<file path="config.mk">
export PLATFORM = sky130hd
export DESIGN_NAME = rectangle_bitmap_rasterizer
export DESIGN_NICKNAME = d
export VERILOG_FILES = /design/src/rtl/rbr_pkg.sv /design/src/rtl/rbr_ctrl.sv /design/src/rtl/rbr_dpath.sv /design/src/rtl/rectangle_bitmap_rasterizer.sv
export VERILOG_INCLUDE_DIRS = /design/src /design/src/rtl
export SDC_FILE = /design/constraint.sdc
export NUM_CORES = 1
export LEC_CHECK = 0
export CAP_MARGIN = 10
export CORE_MARGIN = 3
export CORE_UTILIZATION = 60
export DETAILED_ROUTE_END_ITERATION = 6
export DONT_BUFFER_PORTS = 1
export GPL_TIMING_DRIVEN = 0
export PLACE_DENSITY = 0.77
export REMOVE_ABC_BUFFERS = 1
export SYNTH_ARGS = -nofsm -noshare
export SYNTH_HDL_FRONTEND = slang
export SYNTH_SLANG_ARGS = --single-unit
export TNS_END_PERCENT = 1
</file>
<file path="constraint.sdc">
create_clock -name clock -period 8.1 [get_ports clock]
set_clock_uncertainty 0.05 [all_clocks]
set_input_delay 1.215 -clock clock [delete_from_list [all_inputs] [get_ports clock]]
set_output_delay 1.215 -clock clock [all_outputs]
set_load 0.01 [all_outputs]
</file>
<file path="src/rtl/rectangle_bitmap_rasterizer_assert.svh">
// assertion macros shared by the rasterizer modules
// expects clock and reset in scope of the module that uses them
`ifndef RECTANGLE_BITMAP_RASTERIZER_ASSERT_SVH
`define RECTANGLE_BITMAP_RASTERIZER_ASSERT_SVH

// same-cycle implication
`define RBR_ASSERT_IMPL(lbl, ante, cons, msg) \
   lbl: assert property (@(posedge clock) disable iff (reset) (ante) |-> (cons)) \
      else $error(msg);

// next-cycle implication
`define RBR_ASSERT_NEXT(lbl, ante, cons, msg) \
   lbl: assert property (@(posedge clock) disable iff (reset) (ante) |=> (cons)) \
      else $error(msg);

`endif

</file>
<file path="src/rtl/rbr_pkg.sv">
// shared types and constants of the rectangle bitmap rasterizer
// no dependencies
`default_nettype none

package rbr_pkg;

   localparam int unsigned DEF_MAX_RECTS  = 8;
   localparam int unsigned DEF_COORD_BITS = 10;

   localparam int unsigned ADDR_W       = 17;
   localparam int unsigned DIM_W        = 10;
   localparam int unsigned RIDX_W       = 3;
   localparam int unsigned RCNT_W       = 4;
   localparam int unsigned PIX_PER_BYTE = 8;
   localparam int unsigned LAST_PIX     = 7;
   localparam int unsigned BIT_W        = $clog2(PIX_PER_BYTE);
   localparam int unsigned BASE_W       = ADDR_W + BIT_W;
   localparam int unsigned DIV_STEPS    = BASE_W;
   localparam int unsigned STEP_W       = $clog2(DIV_STEPS);

   localparam int unsigned CSR_IDX_W  = 2;
   localparam int unsigned CSR_DATA_W = DIM_W;

   localparam logic [CSR_IDX_W-1:0] REG_WIDTH  = 2'd0;
   localparam logic [CSR_IDX_W-1:0] REG_HEIGHT = 2'd1;
   localparam logic [CSR_IDX_W-1:0] REG_COUNT  = 2'd2;

   localparam logic [DIM_W-1:0]  WIDTH_RESET  = 10'd64;
   localparam logic [DIM_W-1:0]  HEIGHT_RESET = 10'd32;
   localparam logic [RCNT_W-1:0] COUNT_RESET  = 4'd0;

   localparam logic OP_WRITE   = 1'b0;
   localparam logic OP_COMPOSE = 1'b1;

   typedef struct packed {
      logic load_req;
      logic wr_rect;
      logic mul;
      logic div_init;
      logic div_step;
      logic lane_step;
      logic scan_step;
      logic out_load;
   } cmd_type;

   typedef struct packed {
      logic fits;
      logic scan_more;
      logic out_free;
   } sts_type;

endpackage

`default_nettype wire

</file>
<file path="src/rtl/rbr_ctrl.sv">
// sequencer of the rasterizer: accept, size check, divide, lane setup, scan, output
// depends on rbr_pkg and rectangle_bitmap_rasterizer_assert.svh
`default_nettype none
`include "rectangle_bitmap_rasterizer_assert.svh"

module rbr_ctrl (
   input  wire logic             clock,
   input  wire logic             reset,
   input  wire logic             req_valid,
   output logic                  req_stall,
   input  wire logic             req_operation,
   input  wire rbr_pkg::sts_type sts,
   output rbr_pkg::cmd_type      cmd
);
   import rbr_pkg::*;

   localparam logic [2:0] S_IDLE  = 3'd0;
   localparam logic [2:0] S_MUL   = 3'd1;
   localparam logic [2:0] S_CHECK = 3'd2;
   localparam logic [2:0] S_DIV   = 3'd3;
   localparam logic [2:0] S_LANE  = 3'd4;
   localparam logic [2:0] S_SCAN  = 3'd5;
   localparam logic [2:0] S_OUT   = 3'd6;

   logic [2:0]        state_ff, state_in;
   logic [STEP_W-1:0] step_ff, step_in;
   logic              accept;

   assign req_stall = (state_ff != S_IDLE);
   assign accept    = req_valid && !req_stall;

   always_comb begin
      state_in = state_ff;
      step_in  = step_ff;
      cmd      = '0;
      unique case (state_ff)
         S_IDLE: begin
            if (accept) begin
               if (req_operation == OP_COMPOSE) begin
                  cmd.load_req = 1'b1;
                  state_in     = S_MUL;
               end else begin
                  cmd.wr_rect = 1'b1;
               end
            end
         end
         S_MUL: begin
            cmd.mul  = 1'b1;
            state_in = S_CHECK;
         end
         S_CHECK: begin
            step_in = '0;
            if (sts.fits) begin
               cmd.div_init = 1'b1;
               state_in     = S_DIV;
            end else begin
               state_in = S_IDLE;
            end
         end
         S_DIV: begin
            cmd.div_step = 1'b1;
            if (step_ff == STEP_W'(DIV_STEPS - 1)) begin
               step_in  = '0;
               state_in = S_LANE;
            end else begin
               step_in = step_ff + 1'b1;
            end
         end
         S_LANE: begin
            cmd.lane_step = 1'b1;
            if (step_ff == STEP_W'(LAST_PIX)) begin
               step_in  = '0;
               state_in = S_SCAN;
            end else begin
               step_in = step_ff + 1'b1;
            end
         end
         S_SCAN: begin
            if (sts.scan_more) begin
               cmd.scan_step = 1'b1;
            end else begin
               state_in = S_OUT;
            end
         end
         S_OUT: begin
            if (sts.out_free) begin
               cmd.out_load = 1'b1;
               state_in     = S_IDLE;
            end
         end
         default: begin
            state_in = S_IDLE;
         end
      endcase
   end

   always_ff @(posedge clock) begin
      if (reset) begin
         state_ff <= S_IDLE;
         step_ff  <= '0;
      end else begin
         state_ff <= state_in;
         step_ff  <= step_in;
      end
   end

   `RBR_ASSERT_IMPL(a_out_load_free, cmd.out_load, sts.out_free, "result loaded into busy output")
   `RBR_ASSERT_NEXT(a_compose_starts, accept && req_operation == OP_COMPOSE, state_ff == S_MUL,
      "compose beat did not start the size check")
   `RBR_ASSERT_IMPL(a_div_steps, state_ff == S_DIV, step_ff < STEP_W'(DIV_STEPS),
      "divider step count out of range")

endmodule

`default_nettype wire

</file>
<file path="src/rtl/rbr_dpath.sv">
// datapath of the rasterizer: config registers, rectangle memory, divider,
// pixel lanes, coverage compare and output register; depends on rbr_pkg
`default_nettype none
`include "rectangle_bitmap_rasterizer_assert.svh"

module rbr_dpath #(
   parameter int unsigned MAX_RECTS  = rbr_pkg::DEF_MAX_RECTS,
   parameter int unsigned COORD_BITS = rbr_pkg::DEF_COORD_BITS
) (
   input  wire logic                          clock,
   input  wire logic                          reset,
   input  wire rbr_pkg::cmd_type              cmd,
   output rbr_pkg::sts_type                   sts,
   input  wire logic [rbr_pkg::RIDX_W-1:0]    req_rect_index,
   input  wire logic [rbr_pkg::DIM_W-1:0]     req_rect_left,
   input  wire logic [rbr_pkg::DIM_W-1:0]     req_rect_top,
   input  wire logic [rbr_pkg::DIM_W-1:0]     req_rect_right,
   input  wire logic [rbr_pkg::DIM_W-1:0]     req_rect_bottom,
   input  wire logic [rbr_pkg::ADDR_W-1:0]    req_byte_address,
   output logic                               rsp_valid,
   input  wire logic                          rsp_stall,
   output logic [rbr_pkg::ADDR_W-1:0]         rsp_out_address,
   output logic [rbr_pkg::PIX_PER_BYTE-1:0]   rsp_pixel_byte,
   input  wire logic                          csr_valid,
   output logic                               csr_ready,
   input  wire logic [rbr_pkg::CSR_IDX_W-1:0] csr_index,
   input  wire logic [rbr_pkg::CSR_DATA_W-1:0] csr_wdata
);
   import rbr_pkg::*;

   localparam int unsigned IDX_W   = (MAX_RECTS > 1) ? $clog2(MAX_RECTS) : 1;
   localparam int unsigned LIM_W   = $clog2(MAX_RECTS + 1);
   localparam int unsigned ENTRY_W = 4 * COORD_BITS;
   localparam int unsigned CMP_W   = (COORD_BITS > DIM_W) ? COORD_BITS : DIM_W;

   // config registers
   logic [DIM_W-1:0]  width_ff, height_ff;
   logic [RCNT_W-1:0] count_ff;

   // request and size check
   logic [ADDR_W-1:0]  addr_ff;
   logic [BASE_W-1:0]  total_ff;
   logic [BASE_W-1:0]  base;
   logic [BASE_W:0]    base_end;

   // rectangle store
   logic [ENTRY_W-1:0] rect_mem [MAX_RECTS];
   logic [MAX_RECTS-1:0] rect_vld_ff;
   logic               wr_en;
   logic [IDX_W-1:0]   wr_addr;
   logic [ENTRY_W-1:0] wr_data;
   logic [ENTRY_W-1:0] rd_data_ff;
   logic               rd_live_ff;
   logic [LIM_W-1:0]   rect_ctr_ff;
   logic [LIM_W-1:0]   lim;
   logic [IDX_W-1:0]   rd_addr;

   // divider
   logic [BASE_W-1:0]  div_quo_ff;
   logic [DIM_W-1:0]   div_rem_ff;
   logic [DIM_W:0]     div_trial;
   logic               div_ge;
   logic [DIM_W:0]     rem_inc;

   // pixel lanes and coverage
   logic [DIM_W-1:0]        x_lane_ff [PIX_PER_BYTE];
   logic [DIM_W-1:0]        y_lane_ff [PIX_PER_BYTE];
   logic [PIX_PER_BYTE-1:0] cover_ff;
   logic [PIX_PER_BYTE-1:0] hit;
   logic [CMP_W-1:0]        e_left, e_top, e_right, e_bottom;
   logic [CMP_W-1:0]        px, py;

   // output register
   logic                    rsp_valid_ff;
   logic [ADDR_W-1:0]       rsp_addr_ff;
   logic [PIX_PER_BYTE-1:0] rsp_byte_ff;

   assign csr_ready = 1'b1;

   always_ff @(posedge clock) begin
      if (reset) begin
         width_ff  <= WIDTH_RESET;
         height_ff <= HEIGHT_RESET;
         count_ff  <= COUNT_RESET;
      end else if (csr_valid && csr_ready) begin
         unique case (csr_index)
            REG_WIDTH:  width_ff  <= csr_wdata[DIM_W-1:0];
            REG_HEIGHT: height_ff <= csr_wdata[DIM_W-1:0];
            REG_COUNT:  count_ff  <= csr_wdata[RCNT_W-1:0];
            default: begin
            end
         endcase
      end
   end

   assign base     = {addr_ff, {BIT_W{1'b0}}};
   assign base_end = {1'b0, base} + (BASE_W + 1)'(PIX_PER_BYTE);

   always_ff @(posedge clock) begin
      if (cmd.load_req) begin
         addr_ff <= req_byte_address;
      end
      if (cmd.mul) begin
         total_ff <= BASE_W'(width_ff * height_ff);
      end
   end

   assign sts.fits = (base_end <= {1'b0, total_ff});

   // rectangle memory with per-entry valid bits
   assign wr_en   = cmd.wr_rect && (32'(req_rect_index) < MAX_RECTS);
   assign wr_addr = IDX_W'(req_rect_index);
   assign wr_data = {COORD_BITS'(req_rect_left), COORD_BITS'(req_rect_top),
                     COORD_BITS'(req_rect_right), COORD_BITS'(req_rect_bottom)};

   always_ff @(posedge clock) begin
      if (wr_en) begin
         rect_mem[wr_addr] <= wr_data;
      end
   end

   assign lim       = (32'(count_ff) > MAX_RECTS) ? LIM_W'(MAX_RECTS) : LIM_W'(count_ff);
   assign rd_addr   = rect_ctr_ff[IDX_W-1:0];
   assign sts.scan_more = (rect_ctr_ff < lim);

   always_ff @(posedge clock) begin
      rd_data_ff <= rect_mem[rd_addr];
   end

   always_ff @(posedge clock) begin
      if (reset) begin
         rect_vld_ff <= '0;
         rd_live_ff  <= 1'b0;
         rect_ctr_ff <= '0;
      end else begin
         if (wr_en) begin
            rect_vld_ff[wr_addr] <= 1'b1;
         end
         rd_live_ff <= cmd.scan_step && rect_vld_ff[rd_addr];
         if (cmd.load_req) begin
            rect_ctr_ff <= '0;
         end else if (cmd.scan_step) begin
            rect_ctr_ff <= rect_ctr_ff + 1'b1;
         end
      end
   end

   // restoring divider, one quotient bit per step; then walk x/y per pixel
   assign div_trial = {div_rem_ff, div_quo_ff[BASE_W-1]};
   assign div_ge    = (div_trial >= {1'b0, width_ff});
   assign rem_inc   = {1'b0, div_rem_ff} + 1'b1;

   always_ff @(posedge clock) begin
      if (cmd.div_init) begin
         div_quo_ff <= base;
         div_rem_ff <= '0;
      end else if (cmd.div_step) begin
         div_quo_ff <= {div_quo_ff[BASE_W-2:0], div_ge};
         div_rem_ff <= div_ge ? DIM_W'(div_trial - {1'b0, width_ff}) : div_trial[DIM_W-1:0];
      end else if (cmd.lane_step) begin
         if (rem_inc == {1'b0, width_ff}) begin
            div_rem_ff <= '0;
            div_quo_ff <= div_quo_ff + 1'b1;
         end else begin
            div_rem_ff <= rem_inc[DIM_W-1:0];
         end
      end
   end

   always_ff @(posedge clock) begin
      if (cmd.lane_step) begin
         for (int k = 0; k < PIX_PER_BYTE - 1; k++) begin
            x_lane_ff[k] <= x_lane_ff[k+1];
            y_lane_ff[k] <= y_lane_ff[k+1];
         end
         x_lane_ff[PIX_PER_BYTE-1] <= div_rem_ff;
         y_lane_ff[PIX_PER_BYTE-1] <= div_quo_ff[DIM_W-1:0];
      end
   end

   assign e_left   = CMP_W'(rd_data_ff[4*COORD_BITS-1:3*COORD_BITS]);
   assign e_top    = CMP_W'(rd_data_ff[3*COORD_BITS-1:2*COORD_BITS]);
   assign e_right  = CMP_W'(rd_data_ff[2*COORD_BITS-1:COORD_BITS]);
   assign e_bottom = CMP_W'(rd_data_ff[COORD_BITS-1:0]);

   always_comb begin
      px  = '0;
      py  = '0;
      hit = '0;
      for (int k = 0; k < PIX_PER_BYTE; k++) begin
         px     = CMP_W'(x_lane_ff[k]);
         py     = CMP_W'(y_lane_ff[k]);
         hit[k] = (px >= e_left) && (px < e_right) && (py >= e_top) && (py < e_bottom);
      end
   end

   always_ff @(posedge clock) begin
      if (cmd.load_req) begin
         cover_ff <= '0;
      end else if (rd_live_ff) begin
         cover_ff <= cover_ff | hit;
      end
   end

   // output register
   assign sts.out_free = !rsp_valid_ff || !rsp_stall;

   always_ff @(posedge clock) begin
      if (reset) begin
         rsp_valid_ff <= 1'b0;
      end else if (cmd.out_load) begin
         rsp_valid_ff <= 1'b1;
      end else if (!rsp_stall) begin
         rsp_valid_ff <= 1'b0;
      end
   end

   always_ff @(posedge clock) begin
      if (cmd.out_load) begin
         rsp_addr_ff <= addr_ff;
         rsp_byte_ff <= cover_ff;
      end
   end

   assign rsp_valid       = rsp_valid_ff;
   assign rsp_out_address = rsp_addr_ff;
   assign rsp_pixel_byte  = rsp_byte_ff;

   `RBR_ASSERT_IMPL(a_rem_below_width, cmd.lane_step, div_rem_ff < width_ff,
      "pixel column not below frame width")
   `RBR_ASSERT_IMPL(a_row_below_height, cmd.lane_step, div_quo_ff < BASE_W'(height_ff),
      "pixel row not below frame height")
   `RBR_ASSERT_NEXT(a_rsp_hold, rsp_valid_ff && rsp_stall,
      rsp_valid_ff && $stable(rsp_addr_ff) && $stable(rsp_byte_ff),
      "stalled result beat changed")

endmodule

`default_nettype wire

</file>
<file path="src/rtl/rectangle_bitmap_rasterizer.sv">
// Rectangle bitmap rasterizer, 1 bit per pixel. A write beat (operation 0) stores a
// rectangle at rect_index; writes to an index at or above MAX_RECTS are dropped. A
// compose beat (operation 1) builds frame byte byte_address, bit k being pixel
// 8*address+k, set when one of the first rect_count entries covers it (left/top
// inclusive, right/bottom exclusive). Bytes not wholly inside width*height give no
// result. For an emitted byte, a 20-step restoring divider finds the first pixel's
// row and column, 8 steps load the pixel lanes, then one rectangle a cycle, of
// min(rect_count, MAX_RECTS) in all, is read from the table and compared against all
// eight pixels. The next beat is taken while a result waits on rsp_stall.
// Depends on rbr_pkg, rbr_ctrl and rbr_dpath.
`default_nettype none

module rectangle_bitmap_rasterizer #(
   parameter int unsigned MAX_RECTS  = rbr_pkg::DEF_MAX_RECTS,
   parameter int unsigned COORD_BITS = rbr_pkg::DEF_COORD_BITS
) (
   input  wire logic                           clock,
   input  wire logic                           reset,
   input  wire logic                           req_valid,
   output logic                                req_stall,
   input  wire logic                           req_operation,
   input  wire logic [rbr_pkg::RIDX_W-1:0]     req_rect_index,
   input  wire logic [rbr_pkg::DIM_W-1:0]      req_rect_left,
   input  wire logic [rbr_pkg::DIM_W-1:0]      req_rect_top,
   input  wire logic [rbr_pkg::DIM_W-1:0]      req_rect_right,
   input  wire logic [rbr_pkg::DIM_W-1:0]      req_rect_bottom,
   input  wire logic [rbr_pkg::ADDR_W-1:0]     req_byte_address,
   output logic                                rsp_valid,
   input  wire logic                           rsp_stall,
   output logic [rbr_pkg::ADDR_W-1:0]          rsp_out_address,
   output logic [rbr_pkg::PIX_PER_BYTE-1:0]    rsp_pixel_byte,
   input  wire logic                           csr_valid,
   output logic                                csr_ready,
   input  wire logic [rbr_pkg::CSR_IDX_W-1:0]  csr_index,
   input  wire logic [rbr_pkg::CSR_DATA_W-1:0] csr_wdata
);
   import rbr_pkg::*;

   cmd_type cmd;
   sts_type sts;

   rbr_ctrl u_ctrl (
      .clock         (clock),
      .reset         (reset),
      .req_valid     (req_valid),
      .req_stall     (req_stall),
      .req_operation (req_operation),
      .sts           (sts),
      .cmd           (cmd)
   );

   rbr_dpath #(
      .MAX_RECTS  (MAX_RECTS),
      .COORD_BITS (COORD_BITS)
   ) u_dpath (
      .clock            (clock),
      .reset            (reset),
      .cmd              (cmd),
      .sts              (sts),
      .req_rect_index   (req_rect_index),
      .req_rect_left    (req_rect_left),
      .req_rect_top     (req_rect_top),
      .req_rect_right   (req_rect_right),
      .req_rect_bottom  (req_rect_bottom),
      .req_byte_address (req_byte_address),
      .rsp_valid        (rsp_valid),
      .rsp_stall        (rsp_stall),
      .rsp_out_address  (rsp_out_address),
      .rsp_pixel_byte   (rsp_pixel_byte),
      .csr_valid        (csr_valid),
      .csr_ready        (csr_ready),
      .csr_index        (csr_index),
      .csr_wdata        (csr_wdata)
   );

endmodule

`default_nettype wire
</file>
==> results.cfg, run 1 <==
[worst_setup_path]
critPathLaunch = u_dpath.width_ff[4]
crit_top_cell = fa_1
crit_end = u_dpath.total_ff[18]
required_ns = 8.38
path_cells = nand2_1 -> fa_1 -> fa_1 -> inv_1 -> fa_1 -> fa_1 -> inv_1 -> fa_1 -> inv_1 -> ha_1 -> a2111oi_0 -> a211oi_1 -> o41ai_1 -> a21oi_1 -> a311o_1 -> a21oi_1 -> xnor2_1
slowest_stage = dfxtp_1
cp-start-kind = register
crit_path_max_incr_delay_ns = 0.78
r2r-start = u_dpath.width_ff[4]
cp.arrival_ns = 6.41
critPathMaxFanout = 12
reg2reg_to = u_dpath.total_ff[18]
r2r.worst_path.cells = 17
cp-end-kind = register
critPathKind = reg2reg
reg2reg_setup_slack_ns = 1.97

[clock_tree]
clk_latency_ns = 0.62
root_buffer = clkbuf_16
cts.clk_slew.worst_paths_ns = 0.06
htreeDepth = 3
postCtsHoldBufs = 0
clock-sinks = 666
cts_buffers = 71
clk_path_buf_depth = 3
cts_tree = built
ctsResizeCount = 0
cts_setup_buffers = 0

[floorplan]
die_y_um = 247
die_area_mm2 = 0.0609
num_rows = 87
dieWidth_um = 247
pin_count = 106
core_area_mm2 = 0.0568
start_util_pct = 61.2

[sta]
hold_viol = 0
whs_ns = 0.401
setup_viol = 0
grt_setup_unrepaired = no
tightestPinTransition_ns = 1.13
timing.final.crit_share_pct = 75.7
finalCriticalPeriod_ns = 6.13
worst_slack_ns = 1.97
slew_headroom_pct = 24.1
maxSlewViolCount = 0
fmaxAchievable_mhz = 163

[finish]
final_area_mm2 = 0.0384
final_util_pct = 67.5
antennaDiodeCount = 0
syn_to_final_growth_pct = 10.4
nFillCells = 3815
fin_nets = 3100
drive_above_1_share_pct = 11.0

[placed_design]
place_congestion = 0.871
placed_area_mm2 = 0.0360
post-place-ws_ns = 2.13
port_buffers = 0
place_hpwl_um = 52500

[synth]
synth_area_mm2 = 0.0348
synth_cells = 2538
synth-edff-count = 559
ys_seq_area_share_pct = 54.4
avgSynthCellArea_um2 = 13.7
synth.distinct_cells = 70
synthFlopType = edfxtp_1
yosys_warnings = 0
synthArstFlopShare_pct = 0
synth-seq-cells = 666

[global_route]
antenna_found_initial = 0
grt_start_max_net_pins = 98
grt_use_total_pct = 25.8
grt_pass1_wl_um = 122000
overflow = 0
grt_pass1_vias = 22000

[detailed_routing]
antenna_left = 0
avgViaCountPerCell = 6.22
wirelength_um = 77000
drtIter0Drc = 1659
dr.pass1.iters = 7
drc = 0
vias = 21000
detail_route.wl_per_cell_um = 22.8

[outcome]
outcome = finished, final reports clean

[pwr]
p_leak_nw = 15.0
vdd_drop_max_mv = 0.166
p_per_area_mw_per_mm2 = 222

[job]
max-cap-violations = 0

[min_path]
hold_path_class = reg2reg
-- how the worst min path moves through the flow --
stage | from | end | depth (start not counted)
5_1_grt | u_dpath.cover_ff[1] | u_dpath.rsp_pixel_byte[1] | 0
3_3_place_gp | u_dpath.cover_ff[1] | u_dpath.rsp_pixel_byte[1] | 0
2_1_floorplan | u_dpath.cover_ff[1] | u_dpath.rsp_pixel_byte[1] | 0
3_5_place_dp | u_dpath.cover_ff[1] | u_dpath.rsp_pixel_byte[1] | 0
4_1_cts | u_dpath.cover_ff[1] | u_dpath.rsp_pixel_byte[1] | 0
6_report | u_dpath.cover_ff[1] | u_dpath.rsp_pixel_byte[1] | 0
-- cell type report --
cell class / count / area [µm²] / share of cell area, %
sequential: 666 / 18900 / 49.4
multi-input combinational: 1632 / 15000 / 39.1
tap: 756 / 946 / 2.46
clock inverter: 34 / 369 / 0.962
timing repair buffer: 27 / 478 / 1.25
inverter: 167 / 634 / 1.65
clock buffer: 98 / 2000 / 5.21
-- synthesized netlist by cell type, types with 3 or more instances --
cell	instances	area, µm²
nor4_1	7	43.8
inv_1	167	627
o31ai_1	7	52.6
a21boi_0	3	22.5
o211ai_1	14	105
and3_1	9	56.3
nand2_1	105	394
o21a_1	29	218
edfxtp_1	559	16800
xnor2_1	39	342
a22oi_1	3	22.5
and4_1	7	61.3
a221oi_1	3	26.3
xor2_1	22	193
mux2i_1	27	270
a21o_1	66	495
o41ai_1	6	52.6
o22ai_1	6	37.5
a211oi_1	33	248
nand3_1	44	220
buf_1	10	37.5
a311oi_1	5	43.8
nor2b_1	17	106
o2bb2ai_1	3	26.3
mux4_2	82	1850
nor3_1	28	140
o2111ai_1	13	114
nand4_1	28	175
nand3b_1	4	30.0
a31oi_1	12	75.1
clkbuf_1	60	225
and2_1	72	450
ha_1	394	4930
mux2_2	50	563
dfxtp_1	107	2140
a21oi_1	123	616
a2111oi_0	8	70.1
nor3b_1	5	37.5
nand2b_1	42	263
a211o_1	10	87.6
or3_1	13	81.3
fa_1	63	1260
o21ai_0	85	425
nor2_1	114	428
-- flip-flops by register name (all words and copies together) (netlist names), 5 cells and up --
register                 cells
u_dpath.rsp_out_address     17
u_ctrl.step_ff               5
u_dpath.cover_ff             8
u_dpath.rsp_pixel_byte       8
u_dpath.div_quo_ff          20
u_dpath.width_ff            10
u_dpath.height_ff           10
u_dpath.addr_ff             17
u_dpath.total_ff            20
u_dpath.x_lane_ff           80
u_dpath.rd_data_ff          40
u_dpath.rect_mem           320
u_dpath.div_rem_ff          10
u_dpath.rect_vld_ff          8
u_dpath.y_lane_ff           80
-- per-layer routing --
| layer | part of all wire [%] | vias to the layer above | GRT usage (%) |
|---|---|---|---|
| met4 | 3.0 | 0 | 9.60 |
| met2 | 49 | 673 | 42.6 |
| li1 | - | 9664 | - |
| met3 | 5.9 | 154 | 4.32 |
| met5 | 0 | - | 0 |
| met1 | 42 | 10500 | 34.6 |
-- critical path, delay by kind of cell (launching register included) --
family	cells	cell delay [ns]
XOR/XNOR	1	0.11
AO/OA/AOI/OAI	6	1.65
AND/OR/NAND/NOR	1	0.16
flip-flops	1	0.78
adder cells (fa/ha/maj)	6	2.96
buffers and inverters	3	0.15
-- power by group --
part	internal, mW	switching [mW]	leakage, nW
Clock	1.89	1.38	1.16
Combinational	0.449	0.652	7.85
Sequential	3.97	0.203	5.96
-- per-stage QoR --
stage	std cells	setup TNS (ns)	total power, mW
floorplan	2465	0	4.96
global placement	3221	-19.02	5.24
detailed placement	3247	0	5.31
CTS	3379	0	8.56
global route	3380	0	8.86
finish	3380	0	8.54
-- kinds of logic after synthesis --
family	synth area share (%)
compound gates	8.47
buf+inv	2.61
mux	7.71
xor+xnor	1.60
other cells	0.0108
fa+ha+maj	17.8
simple gates	7.36
flops	54.4
-- cell usage in the layout (no fill, tap or decap), drive strengths merged, types with 12 or more instances in the layout --
cell and count:
nand4 28, o211ai 14, a211oi 34, a21o 66
nor3 29, dfxtp 107, clkbuf 98, nand2b 42
mux2i 27, nor2b 17, mux4 82, fa 63
xor2 22, nand3 44, or3 13, clkinv 23
a31oi 12, a21oi 123, buf 27, mux2 50
nand2 105, inv 171, o21a 29, edfxtp 559
ha 394, o2111ai 13, xnor2 39, o21ai 87
and2 72, nor2 114
No activity file was read; power rests on OpenSTA's default activity.
==> inputs of run 2 (changes only) <==
Clock period 8.1 ns to 6 ns, I/O delays scaled along.
==> results.cfg, run 2 (synthesis gave the netlist of run 1 again) <==
[floorplan]
die_y_um = 247
die_area_mm2 = 0.0609
num_rows = 87
dieWidth_um = 247
start_util_pct = 61.2
core_area_mm2 = 0.0568
pin_count = 106

[detailed_routing]
detail_route.wl_per_cell_um = 22.8
drtIter0Drc = 1703
dr.pass1.iters = 5
avgViaCountPerCell = 6.23
wirelength_um = 77000
vias = 21100
antenna_left = 0
drc = 0

[finish]
top_register = u_dpath.rect_mem
nFillCells = 3813
final_cell_mix = 559 x edfxtp_1, 394 x ha_1, 166 x inv_1, 123 x a21oi_1, 108 x nor2_1
largest_reg_flops = 320
final_util_pct = 67.6
fin_nets = 3100
stdcell_count = 3381
final_common_cell = edfxtp_1
syn_to_final_growth_pct = 10.4
largestRegisters = u_dpath.rect_mem (320), u_dpath.x_lane_ff (80), u_dpath.y_lane_ff (80)
drive_above_1_share_pct = 11.4

[worst_setup_path]
critPathKind = reg2reg
cp-end-kind = register
reg2reg_to = u_dpath.total_ff[18]
reg2reg_setup_slack_ns = 0.14
required_ns = 6.28
r2r.worst_path.cells = 17
critPathMaxFanout = 11
cp-start-kind = register
r2r-start = u_dpath.height_ff[3]
cp.arrival_ns = 6.14

[sta]
tightestPinTransition_ns = 1.13
slew_headroom_pct = 24.3
setup_viol = 0
maxSlewViolCount = 0
fmaxAchievable_mhz = 171
timing.final.crit_share_pct = 97.6
fin_tns_setup_ns = 0
whs_ns = 0.298
grt_setup_unrepaired = no
hold_viol = 0
finalCriticalPeriod_ns = 5.86

[global_route]
grt_pass1_wl_um = 122000
grt_use_total_pct = 25.8
grt_start_max_net_pins = 98
grt_pass1_vias = 22000
antenna_found_initial = 0
overflow = 0

[pwr]
p_leak_nw = 15.0
p_per_area_mw_per_mm2 = 300
p_seq_share_pct = 48.9
pwr-share-clk_pct = 38.2
p_int_mw = 8.51
swShare_pct = 26.1
pwr-share-comb_pct = 12.9
fin_total_pwr_mw = 11.5
vdd_drop_max_mv = 0.225
p_sw_mw = 3.01

[clock_tree]
postCtsHoldBufs = 0
htreeDepth = 3
clk_latency_ns = 0.62
cts_setup_buffers = 0
clock-sinks = 666
cts_tree = built
clk_path_buf_depth = 3
cts_buffers = 71
root_buffer = clkbuf_16
cts.clk_slew.worst_paths_ns = 0.06

[job]
max-cap-violations = 0

[placed_design]
place_congestion = 0.871
port_buffers = 0
dpl.cell_count = 3247
place_hpwl_um = 52500

[outcome]
outcome = finished, final reports clean

[min_path]
hold_path_class = in2reg
hold_path_end = u_dpath.width_ff[7]
hold_depth = 1
worstHoldStart = reset
run 2: metal layers:
layer / track usage (%) / wire length (µm) / vias up
met5: 0 / 0 / -
met4: 9.60 / 2350 / 0
met3: 4.32 / 4670 / 158
met2: 42.6 / 37500 / 717
met1: 34.6 / 32500 / 10500
li1: - / - / 9674
run 2: how the worst max path moves through the flow:
| stage | from | end | slack, ns | cells after the start |
|---|---|---|---|---|
| after floorplan | u_dpath.width_ff[1] | u_dpath.total_ff[18] | 0.59 | 17 |
| after global placement | u_ctrl.state_ff[2] | u_dpath.rect_mem[0][30] | -2.58 | 4 |
| after detailed placement | u_dpath.width_ff[0] | u_dpath.total_ff[18] | 0.03 | 17 |
| after CTS | u_dpath.width_ff[7] | u_dpath.total_ff[18] | 0.005 | 17 |
| after global routing | u_dpath.height_ff[3] | u_dpath.total_ff[18] | 0.0002 | 17 |
| final | u_dpath.height_ff[3] | u_dpath.total_ff[18] | 0.14 | 17 |
run 2: power by group through the flow:
stage,clock network (mW),registers (mW),logic [mW]
6_report,4.41,5.63,1.49
5_1_grt,4.65,5.66,1.65
4_1_cts,4.47,5.62,1.47
3_5_place_dp,0,5.72,1.45
3_3_place_gp,0,5.73,1.34
2_1_floorplan,0,5.63,1.07
run 2: layout make-up:
| type | count | area [µm²] | share of cell area (%) |
|---|---|---|---|
| flip-flops and latches | 666 | 19000 | 49.4 |
| multi-input cells | 1632 | 15000 | 39.1 |
| clock buffers | 98 | 2000 | 5.21 |
| well taps | 756 | 946 | 2.46 |
| inverters | 167 | 634 | 1.65 |
| repair buffers | 27 | 478 | 1.24 |
| clock inverters | 34 | 369 | 0.961 |
| diodes | 1 | 2.50 | 0.00652 |
run 2: what timing repair did:
action,4_1_cts,5_1_grt
pin swaps,0,0
setup endpoints to repair,1,1
gates resized for setup,3,8
run 2: stage by stage:
stage | area (µm²) | setup slack (ns)
after floorplan | 34500 | 0.594
after global placement | 35400 | -2.58
after detailed placement | 36000 | 0.0272
after CTS | 38400 | 0.00467
after global routing | 38400 | 0.000230
final | 38400 | 0.142
run 2: critical path, stage by stage, from the launching register on:
cell and delay, ns:
dfxtp_1 0.58, nand2_1 0.15, fa_1 0.56, inv_1 0.06
fa_1 0.53, fa_1 0.44, fa_1 0.54, inv_1 0.05
fa_1 0.52, inv_1 0.04, ha_1 0.39, a2111oi_1 0.55
a211oi_1 0.10, o41ai_1 0.13, a21oi_1 0.21, a311o_1 0.39
a21oi_1 0.17, xnor2_1 0.11
